## src/mpeg_picture_start_scanner_assert.svh

```systemverilog
// Assertion macros used by the scanner top level.
`ifndef MPEG_PICTURE_START_SCANNER_ASSERT_SVH
`define MPEG_PICTURE_START_SCANNER_ASSERT_SVH

// Same-cycle implication, checked outside reset.
`define MPSC_ASSERT_IMP(label, clk, rst_n, ante, cons) \
    label: assert property (@(posedge clk) disable iff (!rst_n) (ante) |-> (cons)) \
        else $error("picture start scanner check failed");

// Next-cycle implication, checked outside reset.
`define MPSC_ASSERT_NXT(label, clk, rst_n, ante, cons) \
    label: assert property (@(posedge clk) disable iff (!rst_n) (ante) |=> (cons)) \
        else $error("picture start scanner check failed");

`endif

```

## src/mpsc_pkg.sv

```systemverilog
`timescale 1ns / 1ps
`default_nettype none

package mpsc_pkg;

    localparam logic [1:0] OP_BYTE  = 2'd0;
    localparam logic [1:0] OP_TIME  = 2'd1;
    localparam logic [1:0] OP_CLEAR = 2'd2;

    localparam logic [2:0] PH_IDLE   = 3'd0;
    localparam logic [2:0] PH_ONE    = 3'd1;
    localparam logic [2:0] PH_TWO    = 3'd2;
    localparam logic [2:0] PH_PREFIX = 3'd3;
    localparam logic [2:0] PH_GOP0   = 3'd4;
    localparam logic [2:0] PH_GOP3   = 3'd7;

    localparam logic [7:0] ZERO_BYTE    = 8'h00;
    localparam logic [7:0] PREFIX_LAST  = 8'h01;
    localparam logic [7:0] PICTURE_CODE = 8'h00;
    localparam logic [7:0] GOP_CODE     = 8'hB8;

    typedef struct packed {
        logic               found;
        logic signed [63:0] pic_time;
        logic               pic_time_valid;
        logic [31:0]        time_code;
    } t_result;

endpackage

`default_nettype wire

```

## src/mpsc_core.sv

```systemverilog
`timescale 1ns / 1ps
`default_nettype none

module mpsc_core
    import mpsc_pkg::*;
(
    input  wire logic               i_clk,
    input  wire logic               i_rst_n,
    input  wire logic               i_take,
    input  wire logic [1:0]         i_op,
    input  wire logic [7:0]         i_byte_value,
    input  wire logic signed [63:0] i_time_value,
    input  wire logic               i_time_valid,
    output t_result                 o_result,
    output logic [2:0]              o_phase
);

    logic [2:0]         r_phase, n_phase;
    logic [3:1]         r_slot_valid, n_slot_valid;
    logic signed [63:0] r_slot_time [4];
    logic signed [63:0] n_slot_time [4];
    logic [3:0]         r_slot_known, n_slot_known;
    logic [7:0]         r_gop [4];
    logic [7:0]         n_gop [4];
    logic [31:0]        r_next_tc, n_next_tc;

    always_comb begin
        logic [1:0] idx;
        n_phase      = r_phase;
        n_slot_valid = r_slot_valid;
        n_slot_time  = r_slot_time;
        n_slot_known = r_slot_known;
        n_gop        = r_gop;
        n_next_tc    = r_next_tc;
        o_result     = '0;
        idx          = (r_phase >= PH_GOP0) ? 2'd0 : r_phase[1:0];
        if (i_take) begin
            case (i_op)
                OP_BYTE: begin
                    case (r_phase)
                        PH_IDLE: begin
                            if (i_byte_value == ZERO_BYTE) n_phase = PH_ONE;
                        end
                        PH_ONE: begin
                            if (i_byte_value == ZERO_BYTE) begin
                                n_phase = PH_TWO;
                            end else begin
                                n_phase = PH_IDLE;
                                if (r_slot_valid[1]) begin
                                    n_slot_time[0]  = r_slot_time[1];
                                    n_slot_known[0] = r_slot_known[1];
                                    n_slot_valid[1] = 1'b0;
                                end
                            end
                        end
                        PH_TWO: begin
                            if (i_byte_value == PREFIX_LAST) begin
                                n_phase = PH_PREFIX;
                            end else begin
                                if (r_slot_valid[1]) begin
                                    n_slot_time[0]  = r_slot_time[1];
                                    n_slot_known[0] = r_slot_known[1];
                                    n_slot_valid[1] = 1'b0;
                                end
                                if (i_byte_value == ZERO_BYTE) begin
                                    if (r_slot_valid[2]) begin
                                        n_slot_valid[1] = 1'b1;
                                        n_slot_time[1]  = r_slot_time[2];
                                        n_slot_known[1] = r_slot_known[2];
                                        n_slot_valid[2] = 1'b0;
                                    end
                                end else begin
                                    n_phase = PH_IDLE;
                                    if (r_slot_valid[2]) begin
                                        n_slot_time[0]  = r_slot_time[2];
                                        n_slot_known[0] = r_slot_known[2];
                                        n_slot_valid[2] = 1'b0;
                                    end
                                end
                            end
                        end
                        PH_PREFIX: begin
                            if (i_byte_value == PICTURE_CODE) begin
                                n_slot_time[0]          = '0;
                                n_slot_known[0]         = 1'b0;
                                o_result.found          = 1'b1;
                                o_result.pic_time_valid = r_slot_known[0];
                                o_result.pic_time       = r_slot_known[0] ? r_slot_time[0] : '0;
                                o_result.time_code      = r_next_tc;
                                n_next_tc               = r_next_tc + 32'd1;
                                n_phase                 = PH_IDLE;
                            end else if (i_byte_value == GOP_CODE) begin
                                n_phase = PH_GOP0;
                            end else begin
                                n_phase = PH_IDLE;
                            end
                            for (int i = 1; i < 4; i++) begin
                                if (r_slot_valid[i]) begin
                                    n_slot_time[0]  = r_slot_time[i];
                                    n_slot_known[0] = r_slot_known[i];
                                    n_slot_valid[i] = 1'b0;
                                end
                            end
                        end
                        default: begin
                            n_gop[r_phase[1:0]] = i_byte_value;
                            if (r_phase == PH_GOP3) begin
                                n_phase   = PH_IDLE;
                                n_next_tc = {7'd0, r_gop[0], r_gop[1], r_gop[2],
                                             i_byte_value[7]};
                            end else begin
                                n_phase = r_phase + 3'd1;
                            end
                        end
                    endcase
                end
                OP_TIME: begin
                    n_slot_time[idx]  = i_time_valid ? i_time_value : '0;
                    n_slot_known[idx] = i_time_valid;
                    if (idx != 2'd0) n_slot_valid[idx] = 1'b1;
                end
                OP_CLEAR: begin
                    n_phase      = PH_IDLE;
                    n_next_tc    = '0;
                    n_slot_valid = '0;
                end
                default: begin
                end
            endcase
        end
    end

    always_ff @(posedge i_clk) begin
        if (!i_rst_n) begin
            r_phase      <= PH_IDLE;
            r_slot_valid <= '0;
            r_next_tc    <= '0;
        end else begin
            r_phase      <= n_phase;
            r_slot_valid <= n_slot_valid;
            r_next_tc    <= n_next_tc;
        end
    end

    always_ff @(posedge i_clk) begin
        r_slot_time  <= n_slot_time;
        r_slot_known <= n_slot_known;
        r_gop        <= n_gop;
    end

    assign o_phase = r_phase;

endmodule

`default_nettype wire

```

## src/mpeg_picture_start_scanner.sv

```systemverilog
// MPEG-1 picture start scanner.
// Input channel (i_valid / o_ready) carries one request per cycle: a stream
// byte, a sample timestamp, or a discontinuity reset, selected by i_op.
// Output channel (o_valid / i_ready) returns exactly one result per request,
// in order. A result is nonzero only when the byte completed a picture start
// code; it then carries the aligned picture time and the running time code.
// The result of a request is loaded into the output register at the edge
// that accepts it. All work is small logic on the scan state and four
// timestamp slots, so a request is accepted every cycle unless the
// receiver stalls. The single output register lets a new request enter
// in the cycle in which the held result is taken; while the receiver stalls,
// o_ready stays low and the result and the scan state hold.
// Synchronous reset clears the scan phase, the slot valid flags, the time
// code and the output valid flag; it needs no clearing pass and the block
// accepts requests in the first cycle after reset.
`timescale 1ns / 1ps
`default_nettype none
`include "mpeg_picture_start_scanner_assert.svh"

module mpeg_picture_start_scanner
    import mpsc_pkg::*;
(
    input  wire logic               i_clk,
    input  wire logic               i_rst_n,
    input  wire logic               i_valid,
    output logic                    o_ready,
    input  wire logic [1:0]         i_op,
    input  wire logic [7:0]         i_byte_value,
    input  wire logic signed [63:0] i_time_value,
    input  wire logic               i_time_valid,
    output logic                    o_valid,
    input  wire logic               i_ready,
    output logic                    o_picture_found,
    output logic signed [63:0]      o_picture_time,
    output logic                    o_picture_time_valid,
    output logic [31:0]             o_time_code
);

    logic       r_out_valid;
    t_result    r_result;
    t_result    w_result;
    logic [2:0] w_phase;
    logic       w_take;

    assign o_ready = !r_out_valid || i_ready;
    assign w_take  = i_valid && o_ready;

    mpsc_core u_core (
        .i_clk        (i_clk),
        .i_rst_n      (i_rst_n),
        .i_take       (w_take),
        .i_op         (i_op),
        .i_byte_value (i_byte_value),
        .i_time_value (i_time_value),
        .i_time_valid (i_time_valid),
        .o_result     (w_result),
        .o_phase      (w_phase)
    );

    always_ff @(posedge i_clk) begin
        if (!i_rst_n) begin
            r_out_valid <= 1'b0;
        end else if (w_take) begin
            r_out_valid <= 1'b1;
        end else if (i_ready) begin
            r_out_valid <= 1'b0;
        end
    end

    always_ff @(posedge i_clk) begin
        if (w_take) r_result <= w_result;
    end

    assign o_valid              = r_out_valid;
    assign o_picture_found      = r_result.found;
    assign o_picture_time       = r_result.pic_time;
    assign o_picture_time_valid = r_result.pic_time_valid;
    assign o_time_code          = r_result.time_code;

    `MPSC_ASSERT_IMP(a_empty_result, i_clk, i_rst_n, o_valid && !o_picture_found, o_picture_time == 64'sd0 && !o_picture_time_valid && o_time_code == 32'd0)
    `MPSC_ASSERT_IMP(a_unknown_time, i_clk, i_rst_n, o_valid && o_picture_found && !o_picture_time_valid, o_picture_time == 64'sd0)
    `MPSC_ASSERT_NXT(a_clear_phase, i_clk, i_rst_n, w_take && i_op == OP_CLEAR, w_phase == PH_IDLE)

endmodule

`default_nettype wire

```

## config.mk

```make
export PLATFORM = sky130hd
export DESIGN_NAME = mpeg_picture_start_scanner
export DESIGN_NICKNAME = d
export VERILOG_FILES = /design/src/mpsc_pkg.sv /design/src/mpsc_core.sv /design/src/mpeg_picture_start_scanner.sv
export VERILOG_INCLUDE_DIRS = /design/src /design/src/src
export SDC_FILE = /design/constraint.sdc
export NUM_CORES = 1
export LEC_CHECK = 0
export ABC_AREA = 1
export BUFFER_PORTS_ARGS = -buffer_cell sky130_fd_sc_hd__buf_2
export CAP_MARGIN = 0
export CORE_ASPECT_RATIO = 0.75
export CORE_MARGIN = 2
export CORE_UTILIZATION = 55
export CTS_BUF_LIST = sky130_fd_sc_hd__clkbuf_2
export CTS_CLUSTER_DIAMETER = 80
export DETAILED_ROUTE_END_ITERATION = 6
export PLACE_DENSITY_LB_ADDON = 0.05
export SYNTH_ARGS = -nofsm -noshare
export SYNTH_HDL_FRONTEND = slang
export SYNTH_SLANG_ARGS = --single-unit
```

## constraint.sdc

```tcl
create_clock -name i_clk -period 11.74 [get_ports i_clk]
set_input_delay 1.174 -clock i_clk [delete_from_list [all_inputs] [get_ports i_clk]]
set_output_delay 1.174 -clock i_clk [all_outputs]
set_load 0.02 [all_outputs]
```

* Word level (Yosys, flattened, before mapping) *
Index checks and enable logic that the tools add are counted.

storage, ports and cells
  flip-flop bits (word level) = 429
  input port bits = 79
  word-level logic and storage cells = 152

cells by class
  $add $sub $neg = 2
  magnitude comparators = 7
  eq/ne operators = 24
  mux-type cells = 66
  bitwise operators = 4
  reduce and logical (&&, ||, !) cells = 28

operator list
  kind                     count
  $mux W64                 14
  $bwmux W256              1
  $pmux W128 S2            1
  $pmux W64 S3             1
  $demux W64 S2            1
  $mux W128                1
  $pmux W32 S2             2
  $mux W98                 1
  $mux W32                 2
  $add A32 B1 Y32 const B  1
  $bwmux W32               1
  $mux W3                  7
  $mux W1                  19
  $reduce_and A6 Y1        3
  $demux W8 S2             1
  $pmux W3 S4              1
  $reduce_and A4 Y1        3
  $reduce_and A5 Y1        2
  $ge A3 B3 Y1 const B     3
  $ne A3 B2 Y1 const B     3
  $ne A3 B3 Y1 const B     3
  $pmux W3 S3              1
  $eq A8 B1 Y1 const B     1
  $eq A8 B8 Y1 const B     1
  other kinds (37)         57

* Depth between registers and ports, before layout *
Gate-level depths: netlist of run 1.

  word-level depth = 9
  mapped depth = 14

* Cells and area by module *
A second synthesis of run 1 with hierarchy kept.

unflattened totals
  cell total of the unflattened synthesis = 2432
  area total of the unflattened synthesis = 21227.9 µm²

modules (own cells, without submodules)
  module                      times used  cells an instance  area each (µm²)  seq. area each (µm²)
  mpsc_core                   1           2327               18233.7          9288.9
  mpeg_picture_start_scanner  1           105                2994.1           2962.8

* Least setup slack after synthesis of run 1 *
OpenSTA, ideal clock, no wires.

  path kind = input port to flip-flop
  from = input i_ready
  to = register u_core.r_slot_known[3] (enable)
  library setup time = 0.649 ns
  arrival time = 10.609 ns
  path slack = 0.482 ns
  stages = 4
  path buffers = 0
  cell sequence = inv_1 -> a21oi_2 -> nand2_1 -> nor4_1

on the way
  longest elaborated chain between the ends = 3

RTL lines
  item                         line                              text
  from (decl)                  mpeg_picture_start_scanner.sv:32  input wire logic i_ready,
  $logic_or A1 B1 Y1           mpeg_picture_start_scanner.sv:45  assign o_ready = !r_out_valid || i_ready;
  $logic_and A1 B1 Y1          mpeg_picture_start_scanner.sv:46  assign w_take = i_valid && o_ready;
  via u_core.i_take            mpsc_core.sv:9                    input wire logic i_take,
  $reduce_and A2 Y1 (no line)  -
  to (signal assigned)         mpsc_core.sv:147                  r_slot_known <= n_slot_known;
  to (decl)                    mpsc_core.sv:22                   logic [3:0] r_slot_known, n_slot_known;

The timed path passes the listed nets, and every way through them passes these cells.
A chain may end at the register's enable or synchronous reset.

* Worst setup path in the final report of run 1 *
  from = register u_core.r_phase[1] (netlist: u_core.o_phase[1])
  to = register u_core.r_next_tc[30]

on the way
  longest elaborated chain between the ends = 4
  elaborated cells on any way between the ends = 12
  those cells by class = 7 x eq/ne; 2 x mux; 3 x reduce/logical

RTL lines
  item                                                      line              text
  from (decl)                                               mpsc_core.sv:18   logic [2:0] r_phase, n_phase;
  from (signal assigned)                                    mpsc_core.sv:139  r_phase <= n_phase;
  $eq A3 B1 Y1, or another cell as far along                mpsc_core.sv:40   case (r_phase)
  $reduce_or A3 Y1 (no line)                                -
  $pmux W32 S2 / $ne A2 B2 Y1 (equally long branches)       -
  $pmux W32 S2 / $reduce_and A5 Y1 (equally long branches)  -
  to (signal assigned)                                      mpsc_core.sv:141  r_next_tc <= n_next_tc;
  to (decl)                                                 mpsc_core.sv:25   logic [31:0] r_next_tc, n_next_tc;

Several ways; a longest one is shown, not always the timed one.

==> impl_metrics.json, run 1 <==
{
  "ys.warnings.count": 0,
  "hold_slack_ns": 0.427,
  "synth.area.top_cells": "edfxtp_1, nand2_1, nand3_1",
  "clk_latency_ns": 1.03,
  "finalNonFillerCells": 3165,
  "r2r-start": "u_core.o_phase[1]",
  "ys_ff_latch": 421,
  "cts_setup_buffers": 0,
  "required_ns": 12.67,
  "synth.distinct_cells": 40,
  "fin_crit_ns": 3.63,
  "status": "complete, no violations",
  "clk_pin_slew_worst_paths_ns": 0.12,
  "synthToLayoutAreaGrowth_pct": 9.10,
  "final_nets": 2669,
  "post_cts_resized": 0,
  "die_x_um": 231,
  "first_global_vias": 17100,
  "cts.htree.levels": 3,
  "maxCapViolCount": 0,
  "ios": 179,
  "synthFlopType": "edfxtp_1",
  "period_share_pct": 30.9,
  "cts_tree": "built",
  "synth_area_mm2": 0.0213,
  "wirelength_um": 58700,
  "antenna_left": 0,
  "start_kind": "flip-flop",
  "portBuffers": 178,
  "numCtsBuffers": 104,
  "min_path_type": "input pin to flip-flop",
  "first_pass_iters": 7,
  "p_leak_uw": 0.0102,
  "setup_viol_count_final": 0,
  "async_reset_ff_share_pct": 0,
  "maxSlewViolCount": 0,
  "synth_nets": 2517,
  "slew_headroom_pct": 25.0,
  "final.setup_skew_ns": 0.0620,
  "arrival_ns": 4.56,
  "setup_tns_ns": 0,
  "die_area_mm2": 0.0403,
  "synthTopCellsByCount": "nand2_1, edfxtp_1, inv_1",
  "startpoint": "u_core.o_phase[1]",
  "avgSynthCellArea_um2": 8.76,
  "yosysTopAreaCell": "edfxtp_1",
  "power.density_mw_per_mm2": 131,
  "dp_hpwl_um": 32100,
  "grt_start_max_net_pins": 90,
  "synth_top_area_share_pct": 53.9,
  "fillers": 3412,
  "max_freq_ghz": 0.276,
  "finalHoldViolations": 0,
  "die_h_um": 174,
  "gp_congestion": 0.943,
  "hold_start": "i_byte_value[0]",
  "initial_core_util_pct": 55.7,
  "rows": 62,
  "crit_type": "flip-flop to flip-flop",
  "viasPerCell": 5.64,
  "ir_drop_mv": 0.0695,
  "syn_inst": 2427,
  "grtUsageTotal_pct": 29.2,
  "synth_edf_count": 382,
  "synth.most_common_cell": "nand2_1",
  "end_kind": "flip-flop",
  "ctsHoldBuffers": 0,
  "rsz0062_at_grt": "no",
  "wl_per_cell_um": 18.5,
  "vias": 17800,
  "yosysSeqAreaShare_pct": 57.6,
  "grt_pass1_wl_um": 92700,
  "clockBufferDepth": 3,
  "drive_gt1_share_pct": 15.7,
  "cts_num_sinks": 421,
  "drc": 0,
  "antenna_found_initial": 2,
  "coreArea_mm2": 0.0382,
  "seqCellArea_mm2": 0.0123,
  "crit_fanout": 64,
  "multi_input_area_mm2": 0.00734,
  "worst_pin_slew_ns": 1.12,
  "root_buffer": "clkbuf_2",
  "dp_cells": 2985,
  "grt-ovfl-total": 0,
  "drt_iter0_drc": 1986
}
==> power breakdown <==
| group | total, uW | internal (uW) | switching, uW |
|---|---|---|---|
| registers | 1710 | 1690 | 21.9 |
| logic | 350 | 97.8 | 252 |
| clock network | 976 | 390 | 586 |
| total | 3030 | 2180 | 860 |
==> cell families (layout without fill, tap and decap cells) <==
family | Yosys count | after routing | share of synthesized area, %
AOI/OAI and AO/OA | 390 | 390 | 10.4
adders and majority gates | 11 | 11 | 0.647
buffers and inverters | 420 | 644 | 8.38
DFF | 421 | 421 | 57.6
other | 0 | 2 | 0
and+or+nand+nor | 1185 | 1185 | 22.9
==> through the flow <==
step | worst slack [ns] | total power, uW | instance area, um2 | util [%]
after floorplan | 0.482 | 1980 | 21300 | -
after global placement | 7.55 | 2080 | 22300 | 58.4
after detailed placement | 7.53 | 2090 | 22300 | 58.4
after CTS | 8.21 | 3050 | 23200 | 60.8
after global routing | 7.84 | 3170 | 23200 | 60.8
final | 8.11 | 3030 | 23200 | 60.8
==> layout make-up <==
class	count	area share, %
inverter	267	4.34
timing repair buffer	199	4.52
tap	512	2.76
multi-input combinational	1586	31.6
clock inverter	9	0.259
sequential	421	52.8
antenna	2	0.0216
clock buffer	169	3.65
==> placed cells by master (no fill, tap or decap), drive strengths merged, types with 2 or more instances in the layout <==
master and n:
o21ai 279, and2 2, nor3 3, nand2 719, buf 199, or2 2, nand3 251, diode 2
ha 11, nand3b 2, nor2 199, edfxtp 382, clkbuf 169, dfxtp 39, a21oi 40, inv 266
clkinv 9, o2111ai 64, a31oi 2, nand4 6
==> sequential cells by signal (all words and copies together), names as in the netlist <==
| name | count |
|---|---|
| u_core.r_slot_time | 256 |
| o_picture_time_valid | 1 |
| u_core.r_slot_valid | 3 |
| u_core.r_next_tc | 32 |
| o_valid | 1 |
| u_core.r_slot_known | 4 |
| o_time_code | 32 |
| u_core.o_phase | 3 |
| o_picture_found | 1 |
| u_core.r_gop | 24 |
| o_picture_time | 64 |
==> path summary, 6_finish.rpt <==
path	to	depth (start not counted)	slack (ns)
worst min register to register	u_core.r_next_tc[2]	2	0.52
worst max register to register	u_core.r_next_tc[30]	11	8.11
worst min-delay path	u_core.r_gop[8]	1	0.43
worst max-delay path	u_core.r_next_tc[30]	11	8.11
==> critical path, cell delays in order (launching register included) <==
cell and delay, ns:
dfxtp_1 0.45, ha_1 0.26, ha_4 0.83, inv_4 0.24, nand2_2 0.17, nor2_1 0.08
nor2_2 0.19, nand3_2 0.56, o21ai_1 0.48, inv_1 0.13, nand2_1 0.08, nor2_1 0.04
==> routing by layer <==
| metal | global-route usage, % | share of wire [%] | vias up |
|---|---|---|---|
| met5 | 0 | 0 | - |
| met4 | 10.1 | 2.3 | 0 |
| met3 | 5.40 | 8.8 | 120 |
| met2 | 44.4 | 45 | 910 |
| met1 | 42.3 | 44 | 8318 |
| li1 | - | - | 8492 |
No activity file was read; power rests on OpenSTA's default activity.
==> inputs of run 2 (changes only) <==
ABC_AREA = 0   (was 1)
clock period = 3.4 ns   (was 11.74 ns; I/O delays follow)
==> run 2 against run 1 <==
Effect of this change: the run now ends with design-rule violations left; highest routed layer unchanged; first-iteration DRC count fell by 8.3%; clock skew fell by 0.0097 ns; setup slack got worse by 8.0 ns.
==> impl_metrics.json, run 2 <==
{
  "status": "finished, violations left",
  "violations": "design-rule violations",
  "crit_fanout": 65,
  "grtUsageTotal_pct": 31.3,
  "synthToLayoutAreaGrowth_pct": 16.2,
  "portBuffers": 178,
  "path_cells": "ha_1, ha_4, buf_4, nor2_4, buf_12, a32oi_1, o221ai_1, dlygate4sd3_1",
  "final_common_cell": "edfxtp_1",
  "first_global_vias": 16100,
  "root_buffer": "clkbuf_2",
  "fillers": 2821,
  "ys_ff_latch": 421,
  "rsz0062_at_grt": "no",
  "drt_iter0_drc": 1822,
  "period_share_pct": 97.3,
  "seqCellArea_mm2": 0.0123,
  "dp_slack_ns": 0.406,
  "die_h_um": 171,
  "synth_top_area_share_pct": 56.4,
  "wl_per_cell_um": 23.6,
  "largest_reg_flops": 256,
  "multi_input_area_mm2": 0.00743,
  "viasPerCell": 6.41,
  "max_freq_ghz": 0.302,
  "numCtsBuffers": 101,
  "finalNonFillerCells": 2543,
  "initial_core_util_pct": 56.2,
  "final_nets": 2053,
  "yosysTopAreaCell": "edfxtp_1",
  "grt-ovfl-total": 0,
  "cts.htree.levels": 3,
  "final_cell_mix": "edfxtp_1, buf_2, clkbuf_2",
  "end_kind": "flip-flop",
  "wirelength_um": 60000,
  "synthTopCellsByCount": "edfxtp_1, clkbuf_1, nand2_1",
  "slew_headroom_pct": 35.2,
  "clk_pin_slew_worst_paths_ns": 0.12,
  "die_x_um": 226,
  "drc": 4,
  "antenna_found_initial": 3,
  "coreArea_mm2": 0.0362,
  "hold_slack_ns": 0.133,
  "first_pass_iters": 7,
  "die_area_mm2": 0.0386,
  "clockBufferDepth": 3,
  "setup_viol_count_final": 0,
  "dp_cells": 2273,
  "maxSlewViolCount": 0,
  "start_kind": "flip-flop",
  "timing.final.ws_setup_ns": 0.0919,
  "synth.most_common_cell": "edfxtp_1",
  "syn_inst": 1701,
  "cts_tree": "built",
  "yosysSeqAreaShare_pct": 60.2,
  "crit_path_max_incr_delay_ns": 0.57,
  "ys.warnings.count": 0,
  "antenna_left": 0,
  "post-route-cell-area_mm2": 0.0236,
  "ir_drop_mv": 0.264,
  "synth.area.top_cells": "edfxtp_1, dfxtp_1, and2_1",
  "avgSynthCellArea_um2": 12.0,
  "top_register": "u_core.r_slot_time",
  "final.setup_skew_ns": 0.0523,
  "crit_slowest_cell": "dlygate4sd3_1",
  "clk_latency_ns": 1.06,
  "synth_area_mm2": 0.0203,
  "grt_start_max_net_pins": 68,
  "rows": 60,
  "dp_hpwl_um": 33700,
  "grt_pass1_wl_um": 92500,
  "ios": 179,
  "required_ns": 4.21,
  "fin_crit_ns": 3.31,
  "arrival_ns": 4.12,
  "synth_edf_count": 382,
  "vias": 16300,
  "gp_congestion": 0.879,
  "crit_type": "flip-flop to flip-flop",
  "finalHoldViolations": 0,
  "power.density_mw_per_mm2": 417,
  "maxCapViolCount": 0,
  "min_path_type": "input pin to flip-flop",
  "worst_pin_slew_ns": 0.972,
  "synth_nets": 1791,
  "placed_cell_area_mm2": 0.0219,
  "synthFlopType": "edfxtp_1",
  "drive_gt1_share_pct": 22.4,
  "cts_num_sinks": 421,
  "synth.distinct_cells": 59,
  "p_leak_uw": 0.00862,
  "async_reset_ff_share_pct": 0
}
-- run 2: cell count changes in the layout (fill, tap and decap cells not counted), moves of 83 or more --
cell           change
inv_1            -205
and2_1           +119
nand2_1          -578
nor2_1           -136
dlygate4sd3_1     +83
nand3_1          -236
o21ai_0          -170
-- run 2: layer usage --
metal  GRT usage (%)  routed length, um  vias up
met5               0                  0        -
met4            10.8               1420        0
met3            6.37               5510      143
met2            48.8              27500      916
met1            44.1              25500     7997
li1                -                  -     7247
-- run 2: logic make-up after synthesis --
| logic type | after synthesis | share of synthesized area [%] |
|---|---|---|
| adders and majority gates | 11 | 0.676 |
| buffers and inverters | 205 | 3.84 |
| muxes | 74 | 3.65 |
| AOI/OAI and AO/OA | 508 | 19.0 |
| and+or+nand+nor | 482 | 12.6 |
| DFF | 421 | 60.2 |
-- run 2: area by class of cell --
class	instances	area share [%]
Antenna cell	6	0.0635
Timing Repair Buffer	308	9.36
Multi-Input combinational cell	1075	31.4
Sequential cell	421	51.9
Clock buffer	160	3.39
Tap cell	496	2.63
Inverter	56	0.921
Clock inverter	21	0.349
-- run 2: worst max-delay path: cells and delay by family, from the launching register on --
family                   cells  cell delay (ns)
buffers and inverters        3             1.32
adder cells (fa/ha/maj)      2             0.69
flip-flops                   1             0.55
AO/OA/AOI/OAI                2             0.39
AND/OR/NAND/NOR              1             0.09
-- run 2: metrics by stage --
stage / util [%] / setup TNS (ns) / total power (uW)
finish: 65.3 / 0 / 9860
global route: 65.3 / 0 / 10300
CTS: 65.3 / 0 / 9900
detailed placement: 60.5 / 0 / 6600
global placement: 60.5 / 0 / 6580
floorplan: - / -69.48 / 6310
-- run 2: what timing repair did --
action                    CTS  global route
hold buffers               83             0
gates resized for setup     0             0
buffers inserted            0             0
hold endpoints to repair  309             0
-- run 2: power breakdown --
part	leakage (uW)	internal [uW]	switching, uW
clock network	0.000707	1230	2060
logic	0.00399	293	465
registers	0.00392	5760	48.3
-- run 2: final timing paths --
path	from	endpoint	slack (ns)	cells after the start
setup reg to reg	u_core.o_phase[0]	u_core.r_slot_time[198]	0.09	8
setup / recovery	u_core.o_phase[0]	u_core.r_slot_time[198]	0.09	8
hold / removal	i_time_value[10]	u_core.r_slot_time[202]	0.13	3
hold reg to reg	u_core.r_next_tc[31]	u_core.r_next_tc[31]	0.52	2
==> inputs of run 3 (changes only) <==
PLACE_DENSITY_LB_ADDON = 0.25   (was 0.05)
SKIP_LAST_GASP = 1   (was not set)
SYNTH_HIERARCHICAL = 1   (was not set)
==> run 3 against run 2 <==
Effect of this change: the run now ends clean; area after synthesis barely moved; non-clock buffer count increased by 2; clock-buffer cell count fell by 23; core utilization about the same; maximum frequency rose by 8.8%; setup slack better by 0.27 ns; critical endpoint is now u_core/r_next_tc[17]; largest cell class unchanged; largest power group unchanged.
==> impl_metrics.json, run 3 <==
{
  "status": "complete, no violations",
  "ys_ff_latch": 421,
  "die_x_um": 226,
  "top_register": "u_core/r_slot_time",
  "grtUsageTotal_pct": 30.5,
  "numCtsBuffers": 102,
  "synth.most_common_cell": "edfxtp_1",
  "setup_viol_count_final": 0,
  "slew_headroom_pct": 38.7,
  "gp_congestion": 0.900,
  "clockBufferDepth": 3,
  "wirelength_um": 58900,
  "seqCellArea_mm2": 0.0123,
  "synth_top_area_share_pct": 56.4,
  "arrival_ns": 4.02,
  "period_share_pct": 89.4,
  "cts_tree": "built",
  "final_nets": 2039,
  "synth.area.top_cells": "edfxtp_1, and2_1, dfxtp_1",
  "die_h_um": 171,
  "synth.distinct_cells": 65,
  "drive_gt1_share_pct": 22.4,
  "async_reset_ff_share_pct": 0,
  "r2r-end": "u_core/r_next_tc[17]",
  "maxCapViolCount": 0,
  "r2r-start": "u_core/o_phase[0]",
  "grt_pass1_wl_um": 90100,
  "whs_endpoint": "u_core/r_gop[20]",
  "avgSynthCellArea_um2": 12.1,
  "synth_edf_count": 382,
  "coreArea_mm2": 0.0361,
  "required_ns": 4.38,
  "hold_slack_ns": 0.114,
  "fillers": 2766,
  "multi_input_area_mm2": 0.00741,
  "yosysTopAreaCell": "edfxtp_1",
  "syn_inst": 1687,
  "dp_hpwl_um": 33600,
  "viasPerCell": 6.43,
  "yosysSeqAreaShare_pct": 60.3,
  "max_freq_ghz": 0.329,
  "antenna_left": 0,
  "drt_iter0_drc": 1949,
  "first_global_vias": 16200,
  "crit_fanout": 28,
  "drc": 0,
  "cts.htree.levels": 3,
  "rsz0062_at_grt": "no",
  "vias": 16200,
  "cts_setup_buffers": 0,
  "whs_path_depth": 2,
  "ys.warnings.count": 6,
  "synth_nets": 1777,
  "maxSlewViolCount": 0,
  "grt_start_max_net_pins": 67,
  "ir_drop_mv": 0.290,
  "die_area_mm2": 0.0385,
  "end_kind": "flip-flop",
  "final.setup_skew_ns": 0.0556,
  "root_buffer": "clkbuf_2",
  "synthTopCellsByCount": "edfxtp_1, nand2_1, clkbuf_1",
  "setup_tns_ns": 0,
  "synthToLayoutAreaGrowth_pct": 16.0,
  "crit_type": "flip-flop to flip-flop",
  "portBuffers": 178,
  "min_path_type": "input pin to flip-flop",
  "initial_core_util_pct": 56.3,
  "final_common_cell": "edfxtp_1",
  "fin_crit_ns": 3.04,
  "rows": 60,
  "finalHoldViolations": 0,
  "power.density_mw_per_mm2": 434,
  "hold_start": "i_byte_value[4]",
  "worst_pin_slew_ns": 0.919,
  "clk_latency_ns": 1.06,
  "clk_pin_slew_worst_paths_ns": 0.12,
  "r2r_cells": 7,
  "synthFlopType": "edfxtp_1",
  "antenna_found_initial": 7,
  "rrSetupSlack_ns": 0.36,
  "p_leak_uw": 0.00862,
  "largest_reg_flops": 256,
  "start_kind": "flip-flop",
  "grt-ovfl-total": 0,
  "ios": 179,
  "cts_num_sinks": 421,
  "final_cell_mix": "edfxtp_1, buf_2, clkbuf_2",
  "utilization_pct": 65.3,
  "first_pass_iters": 6,
  "wl_per_cell_um": 23.4,
  "synth_area_mm2": 0.0203
}
-- run 3: cell families after synthesis --
group | Yosys count | synth area share [%]
AOI/OAI and AO/OA | 510 | 19.1
xor gates and xnor gates | 1 | 0.0431
adders and majority gates | 11 | 0.677
buffers and inverters | 204 | 3.98
DFF | 421 | 60.3
muxes | 71 | 3.50
and+or+nand+nor | 469 | 12.5
-- run 3: layout make-up --
| cell class | instances | share of cell area, % |
|---|---|---|
| Clock inverter | 35 | 1.07 |
| Multi-Input combinational cell | 1062 | 31.4 |
| Inverter | 52 | 0.833 |
| Tap cell | 496 | 2.63 |
| Timing Repair Buffer | 310 | 9.03 |
| Sequential cell | 421 | 52.0 |
| Antenna cell | 8 | 0.0849 |
| Clock buffer | 137 | 2.91 |
-- run 3: power by group --
part           internal [uW]  switching (uW)  total [uW]
clock                   1400            2040        3440
sequential              5780            81.3        5870
combinational            364             569         933
total                   7540            2690       10200
-- run 3: worst max-delay path: stages (launching register included) --
cell and delay, ns:
dfxtp_1 0.54, ha_1 0.29, ha_4 0.42, and2_1 0.25, a221o_1 0.65, buf_4 0.39
o21ba_2 0.20, o32ai_1 0.21
-- run 3: through the flow --
step	setup slack, ns	total power (uW)	instances	area, um2
2_1_floorplan	-0.254	6500	1687	20400
4_1_cts	0.391	10300	2513	23600
5_1_grt	0.138	10700	2520	23600
6_report	0.360	10200	2521	23600
3_3_place_gp	0.536	6790	2262	21800
3_5_place_dp	0.422	6820	2262	21800
-- run 3: worst max-delay path by stage --
stage / startpoint / cells after the start / slack (ns) / to
after CTS: u_core/o_phase[0] / 7 / 0.39 / u_core/r_next_tc[2]
after detailed placement: u_core/o_phase[0] / 7 / 0.42 / u_core/r_next_tc[17]
after floorplan: i_ready / 4 / -0.25 / u_core/r_slot_known[1]
after global placement: u_core/o_phase[0] / 7 / 0.54 / u_core/r_next_tc[17]
after global routing: u_core/o_phase[0] / 7 / 0.14 / u_core/r_next_tc[17]
final: u_core/o_phase[0] / 7 / 0.36 / u_core/r_next_tc[17]
-- run 3: layer usage --
layer,up-vias,wire length (um),track usage (%)
met2,981,27700,48.4
met3,117,5930,7.30
met1,7920,23900,40.9
met4,0,1380,11.7
met5,-,0,0
li1,7188,-,-
-- run 3: what timing repair did --
action / in CTS / in global routing
hold buffers: 79 / 0
hold endpoints to repair: 330 / 0
resized for setup: 0 / 0
